## config.mk

```make
export PLATFORM = sky130hd
export DESIGN_NAME = morse_keyer_core
export DESIGN_NICKNAME = d
export VERILOG_FILES = /design/src/rtl/mk_pkg.sv /design/src/rtl/morse_keyer_core.sv /design/src/rtl/mk_front.sv /design/src/rtl/mk_queue.sv /design/src/rtl/mk_back.sv
export SDC_FILE = /design/constraint.sdc
export NUM_CORES = 1
export LEC_CHECK = 0
export BUFFER_PORTS_ARGS = -buffer_cell sky130_fd_sc_hd__buf_2
export CORE_ASPECT_RATIO = 1.2
export CORE_MARGIN = 1
export CORE_UTILIZATION = 30
export DETAILED_ROUTE_END_ITERATION = 12
export PLACE_DENSITY_LB_ADDON = 0.08
export SLEW_MARGIN = 15
export SYNTH_ARGS = -nofsm -noshare
export SYNTH_HDL_FRONTEND = slang
export SYNTH_SLANG_ARGS = --single-unit
```

## constraint.sdc

```tcl
create_clock -name clk_i -period 2.9 [get_ports clk_i]
set_clock_uncertainty 0.2 [all_clocks]
set_input_delay 0.145 -clock clk_i [delete_from_list [all_inputs] [get_ports clk_i]]
set_output_delay 0.145 -clock clk_i [all_outputs]
set_load 0.05 [all_outputs]
```

## src/rtl/mk_pkg.sv

```systemverilog
// shared types, constants and the character table of the morse keyer
package mk_pkg;

  localparam int unsigned TimeW       = 24;
  localparam int unsigned CharW       = 8;
  localparam int unsigned CfgIdxW     = 3;
  localparam int unsigned MaxElems    = 5;
  localparam int unsigned SegW        = 4;
  localparam int unsigned QueueDepth  = 2;

  localparam logic [CfgIdxW-1:0] RegDot    = 3'd0;
  localparam logic [CfgIdxW-1:0] RegDash   = 3'd1;
  localparam logic [CfgIdxW-1:0] RegGap    = 3'd2;
  localparam logic [CfgIdxW-1:0] RegLetter = 3'd3;
  localparam logic [CfgIdxW-1:0] RegWord   = 3'd4;

  localparam logic [TimeW-1:0] DotReset    = 24'd500000;
  localparam logic [TimeW-1:0] DashReset   = 24'd1500000;
  localparam logic [TimeW-1:0] GapReset    = 24'd500000;
  localparam logic [TimeW-1:0] LetterReset = 24'd1500000;
  localparam logic [TimeW-1:0] WordReset   = 24'd3000000;

  // dash bit per element, first element in the top bit
  typedef struct packed {
    logic                space;
    logic [2:0]          len;
    logic [MaxElems-1:0] dash;
  } mk_desc_t;

  typedef struct packed {
    logic     known;
    mk_desc_t desc;
  } mk_class_t;

  typedef struct packed {
    logic     valid;
    mk_desc_t desc;
  } mk_push_t;

  typedef struct packed {
    logic     full;
    logic     empty;
    mk_desc_t head;
  } mk_qstat_t;

  function automatic mk_class_t mk_entry(input logic [2:0] len, input logic [4:0] dash);
    mk_class_t r;
    r.known      = 1'b1;
    r.desc.space = 1'b0;
    r.desc.len   = len;
    r.desc.dash  = dash;
    return r;
  endfunction

  function automatic mk_class_t mk_classify(input logic [CharW-1:0] ch);
    mk_class_t r;
    r = '0;
    case (ch)
      8'h20: begin
        r.known      = 1'b1;
        r.desc.space = 1'b1;
        r.desc.len   = 3'd1;
      end
      8'h61: r = mk_entry(3'd2, 5'b01000);
      8'h62: r = mk_entry(3'd4, 5'b10000);
      8'h63: r = mk_entry(3'd4, 5'b10100);
      8'h64: r = mk_entry(3'd3, 5'b10000);
      8'h65: r = mk_entry(3'd1, 5'b00000);
      8'h66: r = mk_entry(3'd4, 5'b00100);
      8'h67: r = mk_entry(3'd3, 5'b11000);
      8'h68: r = mk_entry(3'd4, 5'b00000);
      8'h69: r = mk_entry(3'd2, 5'b00000);
      8'h6a: r = mk_entry(3'd4, 5'b01110);
      8'h6b: r = mk_entry(3'd3, 5'b10100);
      8'h6c: r = mk_entry(3'd4, 5'b01000);
      8'h6d: r = mk_entry(3'd2, 5'b11000);
      8'h6e: r = mk_entry(3'd2, 5'b10000);
      8'h6f: r = mk_entry(3'd3, 5'b11100);
      8'h70: r = mk_entry(3'd4, 5'b01100);
      8'h71: r = mk_entry(3'd4, 5'b11010);
      8'h72: r = mk_entry(3'd3, 5'b01000);
      8'h73: r = mk_entry(3'd3, 5'b00000);
      8'h74: r = mk_entry(3'd1, 5'b10000);
      8'h75: r = mk_entry(3'd3, 5'b00100);
      8'h76: r = mk_entry(3'd4, 5'b00010);
      8'h77: r = mk_entry(3'd3, 5'b01100);
      8'h78: r = mk_entry(3'd4, 5'b10010);
      8'h79: r = mk_entry(3'd4, 5'b10110);
      8'h7a: r = mk_entry(3'd4, 5'b11000);
      8'h30: r = mk_entry(3'd5, 5'b11111);
      8'h31: r = mk_entry(3'd5, 5'b01111);
      8'h32: r = mk_entry(3'd5, 5'b00111);
      8'h33: r = mk_entry(3'd5, 5'b00011);
      8'h34: r = mk_entry(3'd5, 5'b00001);
      8'h35: r = mk_entry(3'd5, 5'b00000);
      8'h36: r = mk_entry(3'd5, 5'b10000);
      8'h37: r = mk_entry(3'd5, 5'b11000);
      8'h38: r = mk_entry(3'd5, 5'b11100);
      8'h39: r = mk_entry(3'd5, 5'b11110);
      default: r = '0;
    endcase
    return r;
  endfunction

endpackage

```

## src/rtl/morse_keyer_core.sv

```systemverilog
// top level of the morse keyer
// Usage: characters enter on the in channel (in_valid_i, character_i, in_stall_o)
// and leave as timed LED segments on the out channel (out_valid_o, led_lit_o,
// duration_o, last_o, out_stall_i). A transfer happens at a clock edge with
// valid high and stall low. Lower-case letters, digits and space each give
// 2*n+1 segments (n elements; space counts as one), the last marked by last_o;
// any other code is taken and gives nothing.
// A taken character is stored in the descriptor queue; the segment sequencer
// then walks its 3 to 11 segments into the output register, one segment per
// cycle unless the queue is empty or the receiver stalls. A small
// descriptor queue lets the next characters be taken while one is played.
// Timing registers are written through cfg_we_i, cfg_index_i, cfg_wdata_i;
// unused indices are ignored. The user must write them only while the block
// is idle; the block itself does not enforce this. Reset clears the queue and
// the output valid flag and restores the default timings. When the receiver
// stalls, the output holds and the queue fills; in_stall_o rises once full.
module morse_keyer_core #(
  parameter int unsigned QueueDepth = mk_pkg::QueueDepth
) (
  input  logic                       clk_i,
  input  logic                       rst_ni,
  input  logic                       cfg_we_i,
  input  logic [mk_pkg::CfgIdxW-1:0] cfg_index_i,
  input  logic [mk_pkg::TimeW-1:0]   cfg_wdata_i,
  input  logic                       in_valid_i,
  output logic                       in_stall_o,
  input  logic [mk_pkg::CharW-1:0]   character_i,
  output logic                       out_valid_o,
  input  logic                       out_stall_i,
  output logic                       led_lit_o,
  output logic [mk_pkg::TimeW-1:0]   duration_o,
  output logic                       last_o
);

  mk_pkg::mk_push_t  push;
  mk_pkg::mk_qstat_t qstat;
  logic              pop;

  mk_front u_front (
    .in_valid_i  (in_valid_i),
    .character_i (character_i),
    .q_full_i    (qstat.full),
    .in_stall_o  (in_stall_o),
    .push_o      (push)
  );

  mk_queue #(
    .Depth (QueueDepth)
  ) u_queue (
    .clk_i  (clk_i),
    .rst_ni (rst_ni),
    .push_i (push),
    .pop_i  (pop),
    .stat_o (qstat)
  );

  mk_back u_back (
    .clk_i       (clk_i),
    .rst_ni      (rst_ni),
    .cfg_we_i    (cfg_we_i),
    .cfg_index_i (cfg_index_i),
    .cfg_wdata_i (cfg_wdata_i),
    .q_i         (qstat),
    .pop_o       (pop),
    .out_valid_o (out_valid_o),
    .out_stall_i (out_stall_i),
    .led_lit_o   (led_lit_o),
    .duration_o  (duration_o),
    .last_o      (last_o)
  );

endmodule

```

## src/rtl/mk_front.sv

```systemverilog
// front end: takes characters and classifies them into element descriptors
module mk_front (
  input  logic                      in_valid_i,
  input  logic [mk_pkg::CharW-1:0]  character_i,
  input  logic                      q_full_i,
  output logic                      in_stall_o,
  output mk_pkg::mk_push_t          push_o
);

  mk_pkg::mk_class_t cls;

  always_comb begin
    cls          = mk_pkg::mk_classify(character_i);
    in_stall_o   = q_full_i;
    // unknown codes are taken and dropped
    push_o.valid = in_valid_i && !q_full_i && cls.known;
    push_o.desc  = cls.desc;
  end

endmodule

```

## src/rtl/mk_queue.sv

```systemverilog
// descriptor queue between the front end and the segment sequencer
module mk_queue #(
  parameter int unsigned Depth = mk_pkg::QueueDepth
) (
  input  logic              clk_i,
  input  logic              rst_ni,
  input  mk_pkg::mk_push_t  push_i,
  input  logic              pop_i,
  output mk_pkg::mk_qstat_t stat_o
);

  localparam int unsigned AddrW = $clog2(Depth);
  localparam int unsigned CntW  = $clog2(Depth + 1);

  mk_pkg::mk_desc_t  mem_q [Depth];
  logic [AddrW-1:0]  wr_ptr_q, wr_ptr_d;
  logic [AddrW-1:0]  rd_ptr_q, rd_ptr_d;
  logic [CntW-1:0]   count_q, count_d;
  logic              do_push, do_pop;

  always_comb begin
    stat_o.full  = (count_q == CntW'(Depth));
    stat_o.empty = (count_q == '0);
    stat_o.head  = mem_q[rd_ptr_q];
    do_push      = push_i.valid && !stat_o.full;
    do_pop       = pop_i && !stat_o.empty;
    wr_ptr_d     = wr_ptr_q;
    rd_ptr_d     = rd_ptr_q;
    count_d      = count_q;
    if (do_push) begin
      wr_ptr_d = (wr_ptr_q == AddrW'(Depth - 1)) ? '0 : wr_ptr_q + 1'b1;
    end
    if (do_pop) begin
      rd_ptr_d = (rd_ptr_q == AddrW'(Depth - 1)) ? '0 : rd_ptr_q + 1'b1;
    end
    if (do_push && !do_pop) begin
      count_d = count_q + 1'b1;
    end else if (do_pop && !do_push) begin
      count_d = count_q - 1'b1;
    end
  end

  always_ff @(posedge clk_i or negedge rst_ni) begin
    if (!rst_ni) begin
      wr_ptr_q <= '0;
      rd_ptr_q <= '0;
      count_q  <= '0;
    end else begin
      wr_ptr_q <= wr_ptr_d;
      rd_ptr_q <= rd_ptr_d;
      count_q  <= count_d;
    end
  end

  always_ff @(posedge clk_i) begin
    if (do_push) begin
      mem_q[wr_ptr_q] <= push_i.desc;
    end
  end

  a_count_bound: assert property (@(posedge clk_i) disable iff (!rst_ni)
    count_q <= CntW'(Depth))
    else $error("queue count overflow");

  a_ptrs_agree: assert property (@(posedge clk_i) disable iff (!rst_ni)
    (count_q == '0) || (count_q == CntW'(Depth)) |-> wr_ptr_q == rd_ptr_q)
    else $error("queue pointers disagree with count");

  a_push_lands: assert property (@(posedge clk_i) disable iff (!rst_ni)
    do_push && !do_pop |=> count_q == $past(count_q) + 1'b1)
    else $error("push lost");

endmodule

```

## src/rtl/mk_back.sv

```systemverilog
// back end: timing registers and the segment sequencer with its output register
module mk_back (
  input  logic                       clk_i,
  input  logic                       rst_ni,
  input  logic                       cfg_we_i,
  input  logic [mk_pkg::CfgIdxW-1:0] cfg_index_i,
  input  logic [mk_pkg::TimeW-1:0]   cfg_wdata_i,
  input  mk_pkg::mk_qstat_t          q_i,
  output logic                       pop_o,
  output logic                       out_valid_o,
  input  logic                       out_stall_i,
  output logic                       led_lit_o,
  output logic [mk_pkg::TimeW-1:0]   duration_o,
  output logic                       last_o
);

  logic [mk_pkg::TimeW-1:0] dot_q, dash_q, gap_q, letter_q, word_q;
  logic [mk_pkg::SegW-1:0]  seg_q, seg_d;
  logic                     out_valid_q, out_valid_d;
  logic                     led_lit_q, led_lit_d;
  logic [mk_pkg::TimeW-1:0] duration_q, duration_d;
  logic                     last_q, last_d;
  logic                     advance, emit, final_seg;
  logic [mk_pkg::MaxElems-1:0] dash_sh;

  always_ff @(posedge clk_i or negedge rst_ni) begin
    if (!rst_ni) begin
      dot_q    <= mk_pkg::DotReset;
      dash_q   <= mk_pkg::DashReset;
      gap_q    <= mk_pkg::GapReset;
      letter_q <= mk_pkg::LetterReset;
      word_q   <= mk_pkg::WordReset;
    end else if (cfg_we_i) begin
      case (cfg_index_i)
        mk_pkg::RegDot:    dot_q    <= cfg_wdata_i;
        mk_pkg::RegDash:   dash_q   <= cfg_wdata_i;
        mk_pkg::RegGap:    gap_q    <= cfg_wdata_i;
        mk_pkg::RegLetter: letter_q <= cfg_wdata_i;
        mk_pkg::RegWord:   word_q   <= cfg_wdata_i;
        default: ;
      endcase
    end
  end

  always_comb begin
    advance     = !out_valid_q || !out_stall_i;
    emit        = advance && !q_i.empty;
    final_seg   = (seg_q == {q_i.head.len, 1'b0});
    dash_sh     = q_i.head.dash << seg_q[mk_pkg::SegW-1:1];
    pop_o       = emit && final_seg;
    seg_d       = seg_q;
    out_valid_d = out_valid_q;
    led_lit_d   = led_lit_q;
    duration_d  = duration_q;
    last_d      = last_q;
    if (advance) begin
      out_valid_d = emit;
    end
    if (emit) begin
      seg_d     = final_seg ? '0 : seg_q + 1'b1;
      led_lit_d = 1'b0;
      last_d    = 1'b0;
      if (final_seg) begin
        duration_d = letter_q;
        last_d     = 1'b1;
      end else if (seg_q[0]) begin
        duration_d = gap_q;
      end else if (q_i.head.space) begin
        duration_d = word_q;
      end else begin
        led_lit_d  = 1'b1;
        duration_d = dash_sh[mk_pkg::MaxElems-1] ? dash_q : dot_q;
      end
    end
  end

  always_ff @(posedge clk_i or negedge rst_ni) begin
    if (!rst_ni) begin
      seg_q       <= '0;
      out_valid_q <= 1'b0;
    end else begin
      seg_q       <= seg_d;
      out_valid_q <= out_valid_d;
    end
  end

  always_ff @(posedge clk_i) begin
    led_lit_q  <= led_lit_d;
    duration_q <= duration_d;
    last_q     <= last_d;
  end

  assign out_valid_o = out_valid_q;
  assign led_lit_o   = led_lit_q;
  assign duration_o  = duration_q;
  assign last_o      = last_q;

  a_last_dark: assert property (@(posedge clk_i) disable iff (!rst_ni)
    out_valid_q && last_q |-> !led_lit_q)
    else $error("closing pause lit");

  a_seg_idle: assert property (@(posedge clk_i) disable iff (!rst_ni)
    q_i.empty |-> seg_q == '0)
    else $error("segment count without a character");

  a_seg_bound: assert property (@(posedge clk_i) disable iff (!rst_ni)
    !q_i.empty |-> seg_q <= {q_i.head.len, 1'b0})
    else $error("segment count past character end");

  a_pop_last: assert property (@(posedge clk_i) disable iff (!rst_ni)
    pop_o |=> out_valid_q && last_q)
    else $error("character retired without closing pause");

endmodule
```

==> results of run 1 <==
-- power by group through the flow --
stage | Sequential [mW] | Clock (mW) | Combinational [mW]
after floorplan | 4.35 | 0 | 2.03
after global placement | 3.78 | 0 | 3.75
after detailed placement | 3.81 | 0 | 3.83
after CTS | 3.77 | 2.34 | 3.86
after global routing | 3.84 | 2.44 | 4.10
final | 3.76 | 2.25 | 3.79
-- area by class of cell --
cell class	instances	area, um^2
fill	2769	17600
tap	379	474
sequential	173	4600
antenna	1	2.50
timing repair buffer	123	901
inverter	8	30.0
clock inverter	9	85.1
clock buffer	23	499
multi-input combinational	460	3590
-- registers in the layout, summed over array words and instances, names as in the netlist, 2 cells and up --
register,cells
u_back.dash_q,24
u_back.dot_q,24
u_back.duration_o,24
u_back.gap_q,24
u_back.letter_q,24
u_back.seg_q,4
u_back.word_q,24
u_queue.count_q,2
u_queue.mem_q,18
-- stage by stage --
step                      setup slack (ns)  utilization (%)  cells  total power [mW]  hold slack, ns
after floorplan                      0.267                -    695              6.38          -0.351
after global routing                 0.176             36.6   1175              10.4           0.109
after CTS                            0.306             36.6   1175              9.97          0.0815
after global placement               0.323             33.5   1116              7.53        -0.00796
after detailed placement             0.326             33.5   1116              7.64         0.00470
final                                0.374             36.6   1176              9.80          0.0786
-- cells in the final DEF, fill, tap and decap left out, types with 6 or more instances in the layout --
master | netlist | layout
a21oi_1 | 14 | 14
mux2_2 | 123 | 123
dfstp_2 | 44 | 44
dfrtp_1 | 85 | 85
o21ai_0 | 17 | 17
clkbuf_16 | 0 | 18
nand2_1 | 24 | 24
buf_4 | 5 | 24
nor2b_1 | 10 | 10
and2_1 | 30 | 30
buf_12 | 0 | 6
edfxtp_1 | 44 | 44
a31oi_1 | 26 | 26
buf_2 | 17 | 66
xor2_1 | 6 | 6
nor2_1 | 12 | 11
nor3_2 | 12 | 13
nand2b_1 | 8 | 8
o31ai_1 | 25 | 25
nor3_1 | 42 | 41
inv_1 | 8 | 8
dlygate4sd3_1 | 0 | 27
o211ai_1 | 27 | 27
or3_1 | 24 | 24
-- kinds of logic after synthesis --
| kind of cell | after synthesis | synth area share, % |
|---|---|---|
| AO/OA/AOI/OAI | 134 | 10.9 |
| XOR/XNOR | 9 | 0.929 |
| adder cells (fa/ha/maj) | 2 | 0.295 |
| buffers and inverters | 62 | 3.57 |
| flip-flops | 173 | 54.3 |
| multiplexers | 130 | 17.3 |
| AND/OR/NAND/NOR | 185 | 12.8 |
-- worst paths after layout --
path	slack (ns)	cells past startpoint	start	to
setup / recovery	0.37	8	u_queue.rd_ptr_q$_DFFE_PN0P_	u_queue.count_q[1]$_DFFE_PN0P_
hold / removal	0.08	2	rst_ni	u_back.gap_q[2]$_DFFE_PN0P_
setup reg to reg	0.37	8	u_queue.rd_ptr_q$_DFFE_PN0P_	u_queue.count_q[1]$_DFFE_PN0P_
hold reg to reg	0.30	1	u_back.gap_q[0]$_DFFE_PN0P_	u_back.gap_q[0]$_DFFE_PN0P_
max in group asynchronous	1.65	3	rst_ni	u_back.dash_q[9]$_DFFE_PN1P_
min in group clk_i	0.10	4	character_i[7]	u_queue.mem_q[0][4]$_DFFE_PP_
-- metal layers --
metal  share of wire (%)  vias up
met5                   0        -
met4                 2.2        0
met3                 3.5       34
met2                  51      160
met1                  43     3050
li1                    -     2765
-- critical path, cell delays in order (launching register included) --
cell	delay [ns]
dfrtp_1	0.62
mux2i_1	0.28
xor2_1	0.26
and3_1	0.24
nand3_1	0.17
ha_1	0.26
xor2_1	0.15
nor2_1	0.12
xor2_1	0.16
==> impl_metrics.yaml, run 1 <==
run_status:
  result_of_the_run: "completed"
logic_synthesis:
  ys_top_cells_by_area: "dfrtp_1 25%, mux2_2 16%, edfxtp_1 16%, dfstp_2 14%, nor3_1 2.5%"
  synth.top_cells.by_count: "123 x mux2_2, 85 x dfrtp_1, 44 x dfstp_2, 44 x edfxtp_1, 42 x nor3_1"
  synth_enable_flop_cells: 44
  synthesis.area_per_instance_um2: 12.2
  yosysWarnings: 0
  yosys.cell_count.top_type: "mux2_2"
  ys_seq_elements: 173
  synth_top_cell_by_area: "dfrtp_1"
  syn_area_um2: 8480
  syn-instance-count: 695
  ys_dominant_reg_cell: "dfrtp_1"
  post_synth_num_cell_types: 55
  sequential_element_share_of_the_synthesized_area_pct: 54.3
  syn_nets: 737
  synth-async-reset-ratio_pct: 74.6
  area_share_of_the_largest_cell_type_after_synthesis_pct: 25.1
critical_path:
  critPathMaxFanout: 10
  timing.critical_path.from_type: "register"
  worstPathRequired_ns: 3.05
  cp.arrival_ns: 2.68
  type_of_the_worst_setup_path: "register to register"
  crit_path_end_kind: "register"
timing:
  maxSlewHeadroom_pct: 58.3
  final.setup.tns_ns: 0
  layout_worst_path_cycle_share_pct: 87.1
  rsz0062_at_grt: "false"
  timing.fmax_mhz: 396
  setup_viol: 0
  number_of_slew_limit_violations_in_the_final_report: 0
  tightestPinTransition_ns: 0.626
  final_hold_violation_count: 0
  period_minus_slack_ns: 2.53
power_and_ir_drop:
  worst_ir_drop_vdd_mv: 0.531
  power_frac_comb_pct: 38.7
  internal_cell_power_mw: 6.01
  power_switching_mw: 3.79
  power.leakage_nw: 3.91
  power.share.clock_pct: 22.9
  pwr-share-seq_pct: 38.4
  power_density_nw_per_um2: 962
  net_switching_share_of_the_total_power_pct: 38.7
global_routing:
  grt.met2_usage_pct: 30.5
  groute.layer.met1.usage_pct: 20.9
  grt_use_total_pct: 17.2
  grt_pass1_vias: 6337
  grt_max_degree: 52
  grt_pass1_wl_um: 36700
  gr-usage-met3_pct: 2.94
  antenna_found_initial: 0
  grt-busiest-layer: "met2"
  globalRoute.totalOverflow: 0
cts:
  clk_root_buffer_cell: "clkbuf_16"
  ctsResizeCount: 0
  cts.sinks: 173
  cts.repair_timing.setup_buffer_count: 0
  cts.htree.levels: 4
  cts.reportedPaths.clkPinSlew_ns: 0.07
  tritoncts.num_buffers: 17
  clk_latency_worst_skew_pair_ns: 0.43
  clockBufferDepth: 2
  cts_tree: "built"
  cts.hold.buffers_added: 27
routing:
  vias_per_cell: 5.11
  routed_wl_um: 23500
  drt.antenna.violating_nets: 0
  route.vias.total: 6009
  drt-wirelength-per-cell_um: 20.0
  number_of_drc_violations_after_detailed_routing_iteration_0: 383
  remaining_drc_errors: 0
  dr.pass1.iters: 5
flow_run:
  maxCapViolations: 0
floorplan:
  placementRows: 67
  fp.dieArea_um2: 29000
  io_pins: 68
  starting_density_of_the_core_pct: 30.5
  die-height_um: 186
  core_region_area_um2: 27800
  die_width_um: 156
placement:
  dp_hpwl_um: 14200
  placement.cell_area_um2: 9330
  final_wtd_congestion: 0.771
  input_output_buffers: 67
finish:
  finish.net_count: 825
  layout-drive-gt1-share_pct: 39.4
  stdcell_area_um2: 10200
  synth_to_final_area_change_pct: 20.1
hold_path:
  hp-class: "primary input to asynchronous set/reset pin"
(Power assumes the default switching activity.)
==> run 2: changes to the inputs <==
Settings changed: PLACE_DENSITY_LB_ADDON 0.08 to not set.
==> run 2 against run 1 <==
  * Global-route usage fell by 2.2 points
  * First-iteration DRC count down 25%
  * Via count shrank 1.2%
  * Count of clock-buffer cells in the layout is 4 lower
  * Sequential cell count unchanged
  * Design area shrank 0.82%
  * Setup slack improved by 0.054 ns
  * Non-clock buffer count shrank 5
  * Critical path depth down 4
  * Final cell count is 0.43% lower
  * Die area did not move
  * Sequential share of layout area grew 0.37 points
==> impl_metrics.yaml, run 2 (synthesis results as in run 1) <==
floorplan:
  placementRows: 67
  die_width_um: 156
  die-height_um: 186
  io_pins: 68
  core_region_area_um2: 27800
  starting_density_of_the_core_pct: 30.5
  fp.dieArea_um2: 29000
critical_path:
  crit_path_end_kind: "register"
  critPathMaxFanout: 49
  cp_num_buf_inv: 0
  cp.arrival_ns: 2.44
  timing.critical_path.from_type: "register"
  critical_path.slowest_cell: "mux2_2"
  worstPathRequired_ns: 2.87
  worst_path_cell_chain: "mux2_2 > or3_1 > o211ai_1 > o31ai_1"
  cp_top_family: "multiplexers"
  critical_path.max_stage_delay_ns: 0.73
  cp.depth: 4
  worst_r2r_path_depth: 4
  type_of_the_worst_setup_path: "register to register"
cts:
  cts.repair_timing.setup_buffer_count: 0
  tritoncts.num_buffers: 17
  cts.reportedPaths.clkPinSlew_ns: 0.06
  clk_root_buffer_cell: "clkbuf_16"
  cts.htree.levels: 4
  cts_tree: "built"
  clockBufferDepth: 2
  ctsResizeCount: 0
  clk_latency_worst_skew_pair_ns: 0.42
  cts.sinks: 173
power_and_ir_drop:
  power_density_nw_per_um2: 949
  worst_ir_drop_vdd_mv: 0.415
  report.power.total_mw: 9.59
  power.leakage_nw: 3.87
timing:
  maxSlewHeadroom_pct: 34.8
  timing.fmax_mhz: 405
  period_minus_slack_ns: 2.47
  final_hold_violation_count: 0
  layout_worst_path_cycle_share_pct: 85.2
  final.setup.tns_ns: 0
  number_of_slew_limit_violations_in_the_final_report: 0
  tightestPinTransition_ns: 0.979
  setup_viol: 0
  rsz0062_at_grt: "false"
flow_run:
  maxCapViolations: 0
finish:
  fin_cells: 1171
  layout-drive-gt1-share_pct: 38.7
  final_cell_mix: "123 x mux2_2, 85 x dfrtp_1, 66 x buf_2"
  synth_to_final_area_change_pct: 19.1
  layout_commonest_cell: "mux2_2"
  multi_input_comb_area_um2: 3590
  fillCellCount: 2771
  register_area_um2: 4600
  finish.net_count: 820
global_routing:
  grt_pass1_wl_um: 33100
  grt_pass1_vias: 6020
  grt_max_degree: 51
  grt_use_total_pct: 15.0
  globalRoute.totalOverflow: 0
  antenna_found_initial: 1
routing:
  drt.antenna.violating_nets: 0
  route.vias.total: 5937
  routed_wl_um: 20400
  drt-wirelength-per-cell_um: 17.4
  number_of_drc_violations_after_detailed_routing_iteration_0: 289
  remaining_drc_errors: 0
  dr.pass1.iters: 4
  vias_per_cell: 5.07
placement:
  input_output_buffers: 67
  dp_hpwl_um: 11800
  place_inst: 1111
  final_wtd_congestion: 0.826
run_status:
  result_of_the_run: "completed"
hold_path:
  hp-class: "primary input to asynchronous set/reset pin"
[run 2: changes by cell type in the layout (fill, tap and decap cells not counted), moves of 2 or more]
cell / change
clkbuf_8: -3
buf_12: -3
buf_4: -2
clkinv_1: +4
[run 2: worst paths after layout]
kind | start | to | slack, ns
max | u_queue.rd_ptr_q$_DFFE_PN0P_ | u_back.duration_o[16]$_DFFE_PP_ | 0.43
min | rst_ni | u_back.gap_q[12]$_DFFE_PN0P_ | 0.08
max reg2reg | u_queue.rd_ptr_q$_DFFE_PN0P_ | u_back.duration_o[16]$_DFFE_PP_ | 0.43
min reg2reg | u_back.gap_q[22]$_DFFE_PN0P_ | u_back.gap_q[22]$_DFFE_PN0P_ | 0.30
max in group asynchronous | rst_ni | u_back.gap_q[8]$_DFFE_PN1P_ | 1.50
min in group clk_i | character_i[5] | u_queue.wr_ptr_q$_DFFE_PN0P_ | 0.11
[run 2: final cells by class]
type | count | share of cell area, %
Tap cell | 379 | 4.69
Clock inverter | 13 | 1.20
Inverter | 8 | 0.297
Clock buffer | 19 | 4.49
Multi-Input combinational cell | 460 | 35.6
Sequential cell | 173 | 45.6
Timing Repair Buffer | 118 | 8.17
Antenna cell | 1 | 0.0248
[run 2: per-layer routing]
| layer | global-route usage, % | share of wire [%] |
|---|---|---|
| met1 | 20.1 | 46 |
| met2 | 24.2 | 47 |
| met3 | 2.83 | 4.9 |
| met4 | 4.98 | 1.7 |
| met5 | 0 | 0 |
[run 2: stage by stage]
step	area [um^2]	hold slack (ns)	setup WS, ns	util, %
4_1_cts	10100	0.0826	0.423	36.3
2_1_floorplan	8480	-0.351	0.267	-
3_3_place_gp	9260	-0.00175	0.399	33.3
6_report	10100	0.0811	0.428	36.3
3_5_place_dp	9260	0.00107	0.366	33.3
5_1_grt	10100	0.114	0.267	36.3
[run 2: report_power, final]
group,total (mW),switching [mW],internal (mW)
combinational,3.63,2.35,1.28
clock,2.22,0.918,1.30
sequential,3.74,0.368,3.37
total,9.59,3.63,5.96
[run 2: repair_timing]
| action | 4_1_cts | 5_1_grt |
|---|---|---|
| hold buffers | 27 | 0 |
| endpoints found under the setup margin | 0 | 0 |
| hold endpoints to repair | 166 | 0 |
[run 2: worst reg2reg max path, delay by kind of cell, from the launching register on]
family | cells | cell delay (ns)
flops | 1 | 0.59
mux | 1 | 0.74
compound gates | 2 | 0.21
simple gates | 1 | 0.49
